$ cat config.mk
export PLATFORM = sky130hd
export DESIGN_NAME = pmq_link_store
export DESIGN_NICKNAME = d
export VERILOG_FILES = /design/src/rtl/core/pmq_pkg.sv /design/src/rtl/core/pmq_ram.sv /design/src/rtl/core/pmq_link_store.sv
export SDC_FILE = /design/constraint.sdc
export NUM_CORES = 1
export LEC_CHECK = 0
export ABC_AREA = 1
export BUFFER_PORTS_ARGS = -buffer_cell sky130_fd_sc_hd__buf_2
export CAP_MARGIN = 20
export CELL_PAD_IN_SITES_DETAIL_PLACEMENT = 0
export CELL_PAD_IN_SITES_GLOBAL_PLACEMENT = 2
export CORE_ASPECT_RATIO = 0.5
export CORE_MARGIN = 2
export CORE_UTILIZATION = 30
export DETAILED_ROUTE_END_ITERATION = 10
export PLACE_DENSITY_LB_ADDON = 0.1
export SETUP_SLACK_MARGIN = 0.1
export SLEW_MARGIN = 10
export SYNTH_ARGS = -nofsm -noshare
export SYNTH_HDL_FRONTEND = slang
export SYNTH_SLANG_ARGS = --single-unit
$ cat constraint.sdc
create_clock -name clock -period 1.4 [get_ports clock]
set_clock_uncertainty 0.05 [all_clocks]
set_input_delay 0.14 -clock clock [delete_from_list [all_inputs] [get_ports clock]]
set_output_delay 0.14 -clock clock [all_outputs]
set_load 0.01 [all_outputs]
$ cat src/rtl/core/pmq_pkg.sv
// Shared constants, types and helpers of the priority message queue.
// Used by the link store, the top level and the checker; depends on nothing.
package pmq_pkg;

   // Sizing
   localparam int SLOTS     = 16;
   localparam int QUEUES    = 4;
   localparam int MAX_PRIO  = 31;
   localparam int SLOT_W    = $clog2(SLOTS);
   localparam int LINK_W    = $clog2(SLOTS + 1);
   localparam int QIDX_W    = $clog2(QUEUES);
   localparam int ADDR_W    = QIDX_W + SLOT_W;
   localparam int DEPTH     = QUEUES * SLOTS;
   localparam int CNT_W     = LINK_W;
   localparam int PRIO_W    = $clog2(MAX_PRIO + 1);
   localparam int IN_PRIO_W = 6;
   localparam int LEN_W     = 4;
   localparam int PAY_W     = 64;
   localparam int MAX_BYTES = 8;
   localparam int CSR_W     = 5;
   localparam int CSR_IDX_W = 1;

   // Link value that marks the end of a list
   localparam logic [LINK_W-1:0] NIL_SLOT = LINK_W'(SLOTS);

   typedef enum logic [2:0] {
      ST_OK       = 3'd0,
      ST_TOO_LONG = 3'd1,
      ST_BAD_PRIO = 3'd2,
      ST_FULL     = 3'd3,
      ST_EMPTY    = 3'd4
   } status_type;

   typedef enum logic {
      CMD_SEND = 1'b0,
      CMD_RECV = 1'b1
   } cmd_type;

   typedef enum logic [CSR_IDX_W-1:0] {
      CSR_MAX_LENGTH = 1'b0,
      CSR_CAPACITY   = 1'b1
   } csr_type;

   typedef enum logic [2:0] {
      S_IDLE,
      S_CHECK,
      S_ALLOC,
      S_WALK,
      S_LINK_PREV,
      S_LINK_SLOT,
      S_RECV,
      S_DONE
   } state_type;

   // Contents of one message slot
   typedef struct packed {
      logic [PAY_W-1:0]  payload;
      logic [LEN_W-1:0]  length;
      logic [PRIO_W-1:0] prio;
   } slot_data_type;

   // Access to the link store for one cycle
   typedef struct packed {
      logic [ADDR_W-1:0] rd_addr;
      logic              wr_en;
      logic [ADDR_W-1:0] wr_addr;
      logic [LINK_W-1:0] wr_data;
   } link_req_type;

   // Keep the low len bytes of a payload, zero the rest
   function automatic logic [PAY_W-1:0] mask_payload(input logic [PAY_W-1:0] pay,
                                                     input logic [LEN_W-1:0] len);
      logic [PAY_W-1:0] m;
      m = '0;
      for (int b = 0; b < MAX_BYTES; b++) begin
         if (LEN_W'(b) < len) begin
            m[b*8 +: 8] = pay[b*8 +: 8];
         end
      end
      return m;
   endfunction

endpackage

$ cat src/rtl/core/pmq_ram.sv
// Generic single-write, single-read RAM with registered read data.
// Depends on nothing.
module pmq_ram #(
   parameter int WIDTH = 8,
   parameter int DEPTH = 16
) (
   input  logic                     clock,
   input  logic [$clog2(DEPTH)-1:0] rd_addr,
   output logic [WIDTH-1:0]         rd_data,
   input  logic                     wr_en,
   input  logic [$clog2(DEPTH)-1:0] wr_addr,
   input  logic [WIDTH-1:0]         wr_data
);

   logic [WIDTH-1:0] mem_ff [DEPTH];
   logic [WIDTH-1:0] rd_data_ff;

   // Write one word, read one word each cycle
   always_ff @(posedge clock) begin
      if (wr_en) begin
         mem_ff[wr_addr] <= wr_data;
      end
      rd_data_ff <= mem_ff[rd_addr];
   end

   assign rd_data = rd_data_ff;

endmodule

$ cat src/rtl/core/pmq_link_store.sv
// Slot link store: a RAM plus one valid bit per entry, so that an entry
// never written reads as its free-chain reset value. Uses pmq_pkg and pmq_ram.
module pmq_link_store (
   input  logic                       clock,
   input  logic                       reset,
   input  pmq_pkg::link_req_type      req,
   output logic [pmq_pkg::LINK_W-1:0] rd_link
);

   logic [pmq_pkg::DEPTH-1:0]  valid_ff;
   logic [pmq_pkg::DEPTH-1:0]  valid_in;
   logic                       valid_rd_ff;
   logic [pmq_pkg::SLOT_W-1:0] slot_rd_ff;
   logic [pmq_pkg::LINK_W-1:0] ram_rd;
   logic [pmq_pkg::LINK_W-1:0] reset_link;

   pmq_ram #(
      .WIDTH(pmq_pkg::LINK_W),
      .DEPTH(pmq_pkg::DEPTH)
   ) u_link_ram (
      .clock  (clock),
      .rd_addr(req.rd_addr),
      .rd_data(ram_rd),
      .wr_en  (req.wr_en),
      .wr_addr(req.wr_addr),
      .wr_data(req.wr_data)
   );

   // Mark written entries
   always_comb begin
      valid_in = valid_ff;
      if (req.wr_en) begin
         valid_in[req.wr_addr] = 1'b1;
      end
   end

   always_ff @(posedge clock) begin
      if (reset) begin
         valid_ff <= '0;
      end else begin
         valid_ff <= valid_in;
      end
   end

   // Track valid bit and slot of the word in flight
   always_ff @(posedge clock) begin
      valid_rd_ff <= valid_ff[req.rd_addr];
      slot_rd_ff  <= req.rd_addr[pmq_pkg::SLOT_W-1:0];
   end

   // Unwritten entry chains to the next slot
   assign reset_link = pmq_pkg::LINK_W'(slot_rd_ff) + pmq_pkg::LINK_W'(1);
   assign rd_link    = valid_rd_ff ? ram_rd : reset_link;

endmodule

==> metrics.cfg <==
[sta]
worst_slack_ns=-0.235
rsz0062_at_grt=true
setup_tns_ns=-0.881
holdWs_ns=0.0356
hold_violations=0
slew_violations=0
timing.fmax_ghz=0.612
min_period_over_period=1.17
period_minus_slack_ns=1.63
finalSetupViolCount=5
tightest_slew_ns=0.485
relSlewSlack=0.676

[setup_path]
worstSetupEndpointType=output port
cp_max_fo=2
critPathArrivalTime_ns=1.44
startpoint=slot_rd_ff[0]
cp.required_ns=1.21
critPathKind=reg -> out
critPathLaunchType=flip-flop
timing.rr.start=u_link_ram.mem_ff[13][1]

[global_route]
overflow=0
track_usage=0.185
met1_usage=0.269
use_met2=0.292
grt_pass1_vias=11600
antenna_found_initial=1
grt_max_degree=65
use_met3=0.0312
grt_first_pass_wirelength_um=75300
busiest_layer=met2

[die]
die_w_um=331
die_area_um2=55400
rows=59
initial_core_util=0.306
core-area_um2=52400
pin_count=25
die_h_um=167

[synth]
seq_area_frac_synth=0.692
synth_edf_count=320
async_reset_ff_frac=0
syn_inst=1570
synth_ff_type=edfxtp_1
ys.warnings.count=0
synth.net_count=1591
syn_avg_cell_area_um2=10.2
synth_seq_cells=394
synth_cell_type_count=17
synth_area_um2=16000

[clock_network]
clock-sinks=394
insertion_delay_ns=0.55
cts_max_level=2
tritoncts=built
clockBufferDepth=3
numCtsBuffers=40
root_buffer=clkbuf_16
clk_pin_slew_ns=0.06

[cells_and_area]
diodes=0
layout-drive-gt1-share=0.201
syn_to_final_growth_pct=24.8
fillCellCount=5207
regArea_um2=11100
multi_input_area_um2=4860
nets=1729
layoutNonFillerInstCount=2440
layout_common_cells=nand2_1, edfxtp_1, nand3_1, nor2_1, buf_4
mostFrequentLayoutCell=nand2_1

[pwr]
vdd_drop_max_mv=0.837
leakagePower_nw=7.56
p_per_area_nw_per_um2=1270

[min_path]
hp-class=in -> reg
min_from=req[3]

[status]
violations=setup timing
status=finished, violations left

[run]
maxCapViolations=0

[drt]
vias_per_cell=4.76
drtIter0Drc=800
postRouteAntennaNets=0
wirelength_um=50900
drc=0
vias=11600
post_drt_wl_per_cell_um=20.9
drtPass1Iterations=5

[placement]
place.gp.congestion=0.766
place_inst=2360
pre_cts_slack_ns=-0.374
portBuffers=24
dp_hpwl_um=33000

[path summary, 6_finish.rpt]
kind                              end  slack [ns]  depth (start not counted)
max                        rd_link[2]       -0.23                          5
min reg2reg              valid_ff[33]        0.42                          2
min          u_link_ram.mem_ff[24][3]        0.04                          1
max reg2reg     u_link_ram.rd_data[1]        0.14                          8
[worst max-delay path, cell delays in order, from the launching register on]
cell and delay [ns]:
dfxtp_2 0.34, ha_4 0.17, nand2_4 0.07, nand2_2 0.05
o21ai_2 0.13, buf_2 0.15
[cell type report]
class                           instances  area share
Inverter                               43     0.00838
Sequential cell                       394       0.554
Clock inverter                         15     0.00650
Tap cell                              701      0.0438
Clock buffer                           58      0.0564
Timing Repair Buffer                  183      0.0876
Multi-Input combinational cell       1046       0.243
[metrics by stage]
step / util / power [mW] / cell area, um2
after global routing: 0.382 / 26.5 / 20000
after detailed placement: 0.347 / 15.0 / 18200
final: 0.382 / 25.4 / 20000
after global placement: 0.347 / 15.0 / 18200
after CTS: 0.374 / 25.7 / 19600
after floorplan: - / 13.9 / 16000
[cells by family (layout without fill, tap and decap cells)]
kind of cell / Yosys count / after routing / share of synthesized area
buffers and inverters: 130 / 299 / 0.0360
DFF: 394 / 394 / 0.692
adders and majority gates: 1 / 1 / 0.000780
and+or+nand+nor: 1040 / 1040 / 0.270
AOI/OAI and AO/OA: 5 / 5 / 0.00164
[synth_stat cells (2+ instances only)]
cell type  instances  area share
nand2_1          504        0.12
nor2_1           197       0.046
buf_2             50       0.016
edfxtp_1         320        0.60
inv_1             40      0.0094
buf_4              7      0.0033
buf_1              9      0.0021
inv_2              2     0.00047
dfxtp_1           74       0.092
nor3_1            14      0.0044
o21ai_0            3     0.00094
nand3_1          325        0.10
clkbuf_1          21      0.0049
[routing by layer]
metal / wire length [um] / vias to the layer above
met5: 9 / -
met4: 795 / 2
met3: 2210 / 57
met2: 23100 / 205
met1: 24900 / 5772
li1: - / 5590
[where the power goes]
part	switching [mW]	total (mW)	internal, mW
clock network	4.56	10.6	5.99
logic	1.41	2.08	0.678
registers	0.0498	12.8	12.8
total	6.02	25.4	19.4
[flip-flops by register name (all words and copies together) (netlist names)]
signal	count
u_link_ram.mem_ff	320
valid_ff	64
slot_rd_ff	4
valid_rd_ff	1
u_link_ram.rd_data	5
[what timing repair did]
item	in CTS	in global routing
setup buffers	1	0
endpoints found under the hold margin	20	0
hold buffers	6	0
pin swaps	7	30
endpoints found under the setup margin	11	11
gates resized for setup	31	90
Note: power is estimated with default switching activity, not from simulation.
