File: src/rtl/core/pmq_ram.sv
// Generic single-write, single-read RAM with registered read data.
// Depends on nothing.
module pmq_ram #(
   parameter int WIDTH = 8,
   parameter int DEPTH = 16
) (
   input  logic                     clock,
   input  logic [$clog2(DEPTH)-1:0] rd_addr,
   output logic [WIDTH-1:0]         rd_data,
   input  logic                     wr_en,
   input  logic [$clog2(DEPTH)-1:0] wr_addr,
   input  logic [WIDTH-1:0]         wr_data
);

   logic [WIDTH-1:0] mem_ff [DEPTH];
   logic [WIDTH-1:0] rd_data_ff;

   // Write one word, read one word each cycle
   always_ff @(posedge clock) begin
      if (wr_en) begin
         mem_ff[wr_addr] <= wr_data;
      end
      rd_data_ff <= mem_ff[rd_addr];
   end

   assign rd_data = rd_data_ff;

endmodule

File: config.mk
export PLATFORM = sky130hd
export DESIGN_NAME = pmq_ram
export DESIGN_NICKNAME = d
export VERILOG_FILES = /design/src/rtl/core/pmq_ram.sv
export SDC_FILE = /design/constraint.sdc
export NUM_CORES = 1
export LEC_CHECK = 0
export ABC_AREA = 0
export BUFFER_PORTS_ARGS = -buffer_cell sky130_fd_sc_hd__buf_2
export CAP_MARGIN = 20
export CORE_UTILIZATION = 40
export CTS_CLUSTER_DIAMETER = 150
export CTS_CLUSTER_SIZE = 24
export DETAILED_ROUTE_END_ITERATION = 10
export GPL_TIMING_DRIVEN = 0
export PLACE_DENSITY = 0.63
export SYNTH_ARGS = -nofsm -noshare
export SYNTH_HDL_FRONTEND = slang
export SYNTH_SLANG_ARGS = --single-unit
File: constraint.sdc
create_clock -name clock -period 5.45 [get_ports clock]
set_clock_uncertainty 0.2 [all_clocks]
set_input_delay 1.09 -clock clock [delete_from_list [all_inputs] [get_ports clock]]
set_output_delay 1.09 -clock clock [all_outputs]
set_load 0.01 [all_outputs]
==> metrics.txt, run 1 <==
status=finished clean; clock period minus worst slack=roughly 2600 ps; htree depth=4; Max Freq=387 MHz; starting density of the core=41.0%; Worst Max-Slew Pin Slew=870 ps; design area=6090 um2; Max clock buf depth=2; max-cap violations=0; vias in the first global route=2433; area delta synth->final=18.3%; routed vias/inst=around 5.1; first-pass GRT wire length=14400 um; CTS Buf Count=17; PD cells=393 nW/um2; Fin. Hold Viols=0; Synth Instances=229; syn nets=about 250; endpoint class of the critical path=register; initial antenna violation count=0; largest net degree at the start of global routing=17; Routability Congestion=0.766; full die area=13300 um2; worst setup path category=in2reg; number of remaining DRC errors=0; Slew headroom=41.5%; period utilisation layout=47.4%; RSZ-0062 raised after global routing=no; sequential share of power=49.1%; met2 GRT Util=26.3%; post-route ant nets=0; Startpoint Class=input port; Site Rows=roughly 40; sw frac=21.0%; Die Ht=115 um; Fin Setup TNS=0 ps; core area=approximately 13000 um2; Yosys reg bits=136; leakage power total=2.03 nW; Root Driver=clkbuf_16; Ports=26; nets=293; postcts setup bufs=0; DP Area=between 5000 and 6000 um2; Pre-antenna DRT Iters=4; Finish-stage setup viols=0; synth warn=0; P_int=~1.9 mW; Avg WL per Cell=20.9 um; final WL=9610 um; Gate power share=4.7%; Via Count=2340; total grt overflow=0; routing usage on met1=20.4%; syn_area_per_cell=between 20 and 25 um2; clk slew on worst S/H paths=60 ps; CP max FO=8; met3 Use GR=under 10%; # resized after CTS=0; max-slew violation count=0; CTS Hold Bufs=0; P_sw=501 uW; gr busiest metal=met2; CTS tree=built; Clock Latency Late Sink=roughly 410 ps; share of layout cells above drive strength 1=30.9%; worst vdd ir=233 uV; initial DRC count=190; CP arrival=2410 ps; Clock power frac=46.1%; clk sinks=about 140; sequential area share after synthesis=77.8%; post-synthesis cell type count=19; Tot GR Track Use=15.9%; IO Port Bufs=24; Die Wd=115 um; mapped cell area=5150 um2; diodes inserted=0; required time worst endpoint=5280 ps; hpwl dp=around 6400 um; hold crit path type=reg2reg
cell type report:
| cell class | instances | area (um2) |
|---|---|---|
| repair buffers | 27 | 140 |
| flip-flops and latches | 136 | 4000 |
| clock buffers | 17 | 425 |
| multi-input cells | 83 | 1060 |
| plain buffers | 10 | 86.3 |
| well taps | 172 | 215 |
| fillers | 1026 | 6480 |
| clock inverters | 15 | 154 |
cells by family after synthesis:
family | count (synthesis) | share of synthesized area (%)
compound gates | 16 | 2.33
buf+inv | 10 | 1.68
flops | 136 | 77.8
mux | 32 | 15.0
simple gates | 35 | 3.18
cells in the mapped netlist (all sizes together):
master / n / area, um2
edfxtp: 128 / 3840
mux4: 32 / 773
a22oi: 16 / 120
nor2: 13 / 48.8
nand2: 9 / 33.8
dfxtp: 8 / 160
buf: 7 / 56.3
nor3: 4 / 20.0
clkdlybuf4s25: 3 / 30.0
nand2b: 2 / 12.5
nand3b: 2 / 15.0
and2: 1 / 6.26
and2b: 1 / 7.51
nand3: 1 / 5.00
nor2b: 1 / 6.26
or3b: 1 / 8.76
layout by cell type (no fill, tap or decap), types with 2 or more instances in the layout:
cell type,Yosys,routed
nand3b_1,2,2
mux4_2,18,18
mux4_1,14,14
nor3_1,4,3
clkinv_4,0,4
buf_6,3,3
clkdlybuf4s25_2,3,3
clkinvlp_4,0,4
bufinv_16,0,2
clkinv_2,0,4
dfxtp_1,8,8
buf_2,3,28
clkbuf_16,0,17
nand2b_1,2,2
nand2_1,9,9
a22oi_1,16,16
buf_4,1,3
nor2_1,13,13
edfxtp_1,128,128
critical path, cell delays in order:
cell and delay (ps):
buf_2 120, or3b_2 520, nor2_1 690
power groups by stage:
| stage | logic [mW] | registers, mW | clock network [mW] |
|---|---|---|---|
| floorplan | 0.0594 | 1.20 | 0 |
| global placement | 0.111 | 1.20 | 0 |
| detailed placement | 0.114 | 1.20 | 0 |
| CTS | 0.114 | 1.17 | 1.12 |
| global route | 0.121 | 1.18 | 1.15 |
| finish | 0.113 | 1.17 | 1.10 |
layer usage:
metal | routed length, um | share of wire (%) | vias to the layer above
li1 | - | - | 1067
met1 | 4230 | 44 | 1195
met2 | 4860 | 51 | 67
met3 | 403 | 4.2 | 11
met4 | 119 | 1.2 | 0
met5 | 0 | 0 | -
sequential cells by signal (all words and copies together), names as in the netlist:
signal	count
rd_data	8
mem_ff	128
worst paths after layout:
kind,from,to,slack (ps),cells after the start
hold / removal,mem_ff[10][2],rd_data[2],490,3
hold reg to reg,mem_ff[10][2],rd_data[2],490,3
setup / recovery,wr_addr[2],mem_ff[3][5],2870,3
setup reg to reg,mem_ff[0][0],rd_data[0],3830,3
stage by stage:
| stage | utilization, % | instances | power [mW] | setup slack (ps) | hold WS [ps] |
|---|---|---|---|---|---|
| global placement | 43.6 | 425 | 1.31 | 2100 | 468 |
| global route | 48.4 | 460 | 2.45 | 2840 | 516 |
| CTS | 48.4 | 460 | 2.41 | 2900 | 494 |
| finish | 48.4 | 460 | 2.39 | 2870 | 488 |
| detailed placement | 43.8 | 428 | 1.31 | 2480 | 477 |
| floorplan | - | 229 | 1.26 | 2670 | 429 |
Note: power is estimated with default switching activity, not from simulation.
==> inputs of run 2 (changes only) <==
--- a/config.mk
+++ b/config.mk
@@ -5,7 +5,7 @@
 export SDC_FILE = /design/constraint.sdc
 export NUM_CORES = 1
 export LEC_CHECK = 0
-export ABC_AREA = 0
+export ABC_AREA = 1
 export BUFFER_PORTS_ARGS = -buffer_cell sky130_fd_sc_hd__buf_2
 export CAP_MARGIN = 20
 export CORE_UTILIZATION = 40
==> constraint.sdc (replaced) <==
create_clock -name clock -period 2.4 [get_ports clock]
set_clock_uncertainty 0.2 [all_clocks]
set_input_delay 0.48 -clock clock [delete_from_list [all_inputs] [get_ports clock]]
set_output_delay 0.48 -clock clock [all_outputs]
set_load 0.01 [all_outputs]
==> run 2 against run 1 <==
Net effect:
- via count is 65% higher
- clock-buffer cell count is 1 higher
- non-clock buffer count is 9 higher
- clock power grew to 2.5 times the previous value
- sequential power is 130% higher
- setup slack worse by 2300 ps
- total power is 140% higher
- worst hold slack worse by 210 ps
- wire length is 45% higher
- combinational power grew to 3.1 times the previous value
- synthesized area is 12% higher
- synthesized cell count is 140% higher
- critical endpoint is now mem_ff[5][0]
- largest cell class unchanged
==> metrics.txt, run 2 <==
Synth top area share=66.7% (-8.0 points); worst vdd ir=442 uV (+89%); largest net degree at the start of global routing=17 (unchanged); slowest stage delay, CP=840 ps (+150 ps); CTS tree=built; Yosys reg bits=136 (unchanged); status=finished clean; mapped cell area=5770 um2 (+12%); RSZ-0062 raised after global routing=no; initial antenna violation count=0 (unchanged); IO Port Bufs=22 (-8.3%); Ports=26 (unchanged); Via Count=3864 (+65%); register area=4000 um2 (unchanged); leakage power total=2.92 nW (+44%); initial DRC count=433 (+130%); total power=5.81 mW (+140%); Root Driver=clkbuf_16; slowest CP cell=nor2_1; multiplexer share of the synthesized area=0% (-15 points); sw frac=21.0% (about the same); CP Cell Sequence=buf_2 -> nand3b_1 -> nor2_1; number of remaining DRC errors=0 (unchanged); endpoint class of the critical path=register; Post-Synth Simple-Gate Area=21.0% (+18 points); P_sw=1.22 mW (+140%); postcts setup bufs=0 (unchanged); core area=14000 um2 (+11%); nets=610 (+110%); area delta synth->final=16.8%; Fin. Hold Viols=0 (unchanged); post-synthesis cell type count=12 (-7); Worst Max-Slew Pin Slew=1080 ps (+205 ps); Fin Setup TNS=0 ps (unchanged); total grt overflow=0 (unchanged); syn_area_per_cell=10.5 um2 (-53%); count leader, synth=nand2_1; largest family of logic cells by synthesized area=simple AND/OR/NAND/NOR gates; Yosys top cell by area=edfxtp_1; area of the multi-input gates=1210 um2 (+14%); P_int=4.59 mW (+140%); CP arrival=1660 ps (-750 ps); Tot GR Track Use=20.2% (+4.3 points); Avg WL per Cell=17.7 um (-15%); Die Wd=122 um (+5.7%); post-route ant nets=0 (unchanged); leading cell type in the layout, fill and taps excluded=nand2_1; period utilisation layout=76.6%; diodes inserted=0 (unchanged); Clock power frac=48.1% (+2.0 points); Pre-antenna DRT Iters=5 (+1); number of flops mapped to enable cells by yosys=128 (unchanged); synth warn=0 (unchanged); most frequent cells in the layout=173 x nand2_1, 128 x edfxtp_1, 100 x inv_1; final WL=13900 um (+45%); required time worst endpoint=2230 ps (-3050 ps); largest reg by FF count=mem_ff; Die Ht=122 um (+5.7%); vias in the first global route=3702 (+52%); fillers=1270 (+24%); Routability Congestion=0.847 (+11%); compound-gate portion of the synthesized area=0% (-2.3 points); worst setup path category=in2reg; max-slew violation count=0 (unchanged); max-cap violations=0 (unchanged); syn nets=569 (+130%); area share of xor/xnor cells in the synthesized design=0% (unchanged); Max Freq=544 MHz; Clock Latency Late Sink=410 ps (about the same); clk slew on worst S/H paths=60 ps (about the same); max FFs per register=128 (unchanged); Async SR Flop Fraction=0% (unchanged); first-pass GRT wire length=21400 um (+49%); CP max FO=8 (unchanged); Site Rows=43 (+4.9%); Synth area leaders=edfxtp_1 67%, nand2_1 11%, nand3_1 8.4%, inv_1 6.5%, dfxtp_1 2.8%; CTS Buf Count=17 (unchanged); hpwl dp=9050 um (+42%); clock period minus worst slack=1840 ps; # resized after CTS=0 (unchanged); sequential share of power=46.0% (-3.1 points); hold crit path type=in2reg; CTS Hold Bufs=0 (unchanged); Startpoint Class=input port; top_reg_cell synth=edfxtp_1; Synth Instances=551 (+140%); htree depth=4 (unchanged); Max clock buf depth=2 (unchanged); share of layout cells above drive strength 1=12.4% (-19 points); clk sinks=136 (unchanged); Finish-stage setup viols=0 (unchanged); Gate power share=6.0% (+1.3 points); PD cells=862 nW/um2 (+120%); sequential area share after synthesis=69.4% (-8.4 points); top cells by count, synth=173 x nand2_1, 128 x edfxtp_1, 100 x inv_1; routed vias/inst=4.92 (-3.2%); Slew headroom=28.0% (-13 points); starting density of the core=41.2% (+0.27 points); Post-Synth Adder-Cell Area=0% (unchanged); full die area=14900 um2 (+12%)
[run 2: cell count changes after synthesis, sizes merged, moves of 2 or more]
| cell | change |
|---|---|
| buf | +17 |
| nand2 | +164 |
| nand3 | +96 |
| clkdlybuf4s25 | -3 |
| nor2 | +4 |
| a22oi | -16 |
| inv | +102 |
| nand2b | -2 |
| nor3 | -4 |
| mux4 | -32 |
[run 2: kinds of logic (layout without fill, tap and decap cells)]
logic type	after synthesis	in the layout
and+or+nand+nor	289	289
DFF	136	136
buffers and inverters	126	180
[run 2: worst max-delay path: cells and delay by family]
family	cells	cell delay (ps)
buffers and inverters	1	120
and+or+nand+nor	2	1060
[run 2: metal layers]
metal	share of wire, %	global-route usage [%]	vias to the layer above
li1	-	-	1854
met5	0	0	-
met3	7.1	4.35	21
met1	43	27.7	1830
met2	47	31.7	159
met4	2.3	7.39	0
[run 2: final timing paths]
check,cells past startpoint,slack (ps),end,start
min reg2reg,6,510,rd_data[1],mem_ff[15][1]
min,1,280,mem_ff[5][2],wr_data[2]
max,3,560,mem_ff[5][0],wr_addr[3]
max reg2reg,6,1110,rd_data[0],mem_ff[15][0]
[run 2: power by group through the flow]
stage,combinational [mW],clock (mW),sequential (mW)
2_1_floorplan,0.187,0,2.72
3_3_place_gp,0.338,0,2.72
3_5_place_dp,0.344,0,2.72
4_1_cts,0.347,2.80,2.67
5_1_grt,0.383,2.90,2.67
6_report,0.347,2.79,2.67
[run 2: cell type report]
class,count,area share [%]
timing repair buffer,22,1.63
multi-input combinational,289,18.0
clock buffer,18,6.37
tap,180,3.34
clock inverter,14,3.05
sequential,136,59.4
inverter,102,5.68
buffer,24,2.47
[run 2: stage by stage]
| step | area, um2 | cells | hold WS (ps) | setup WS (ps) | util (%) |
|---|---|---|---|---|---|
| 2_1_floorplan | 5770 | 551 | 379 | 769 | - |
| 3_3_place_gp | 6100 | 753 | 493 | 238 | 43.6 |
| 3_5_place_dp | 6100 | 753 | 491 | 136 | 43.6 |
| 4_1_cts | 6740 | 785 | 270 | 566 | 48.2 |
| 5_1_grt | 6740 | 785 | 294 | 506 | 48.2 |
| 6_report | 6740 | 785 | 276 | 563 | 48.2 |
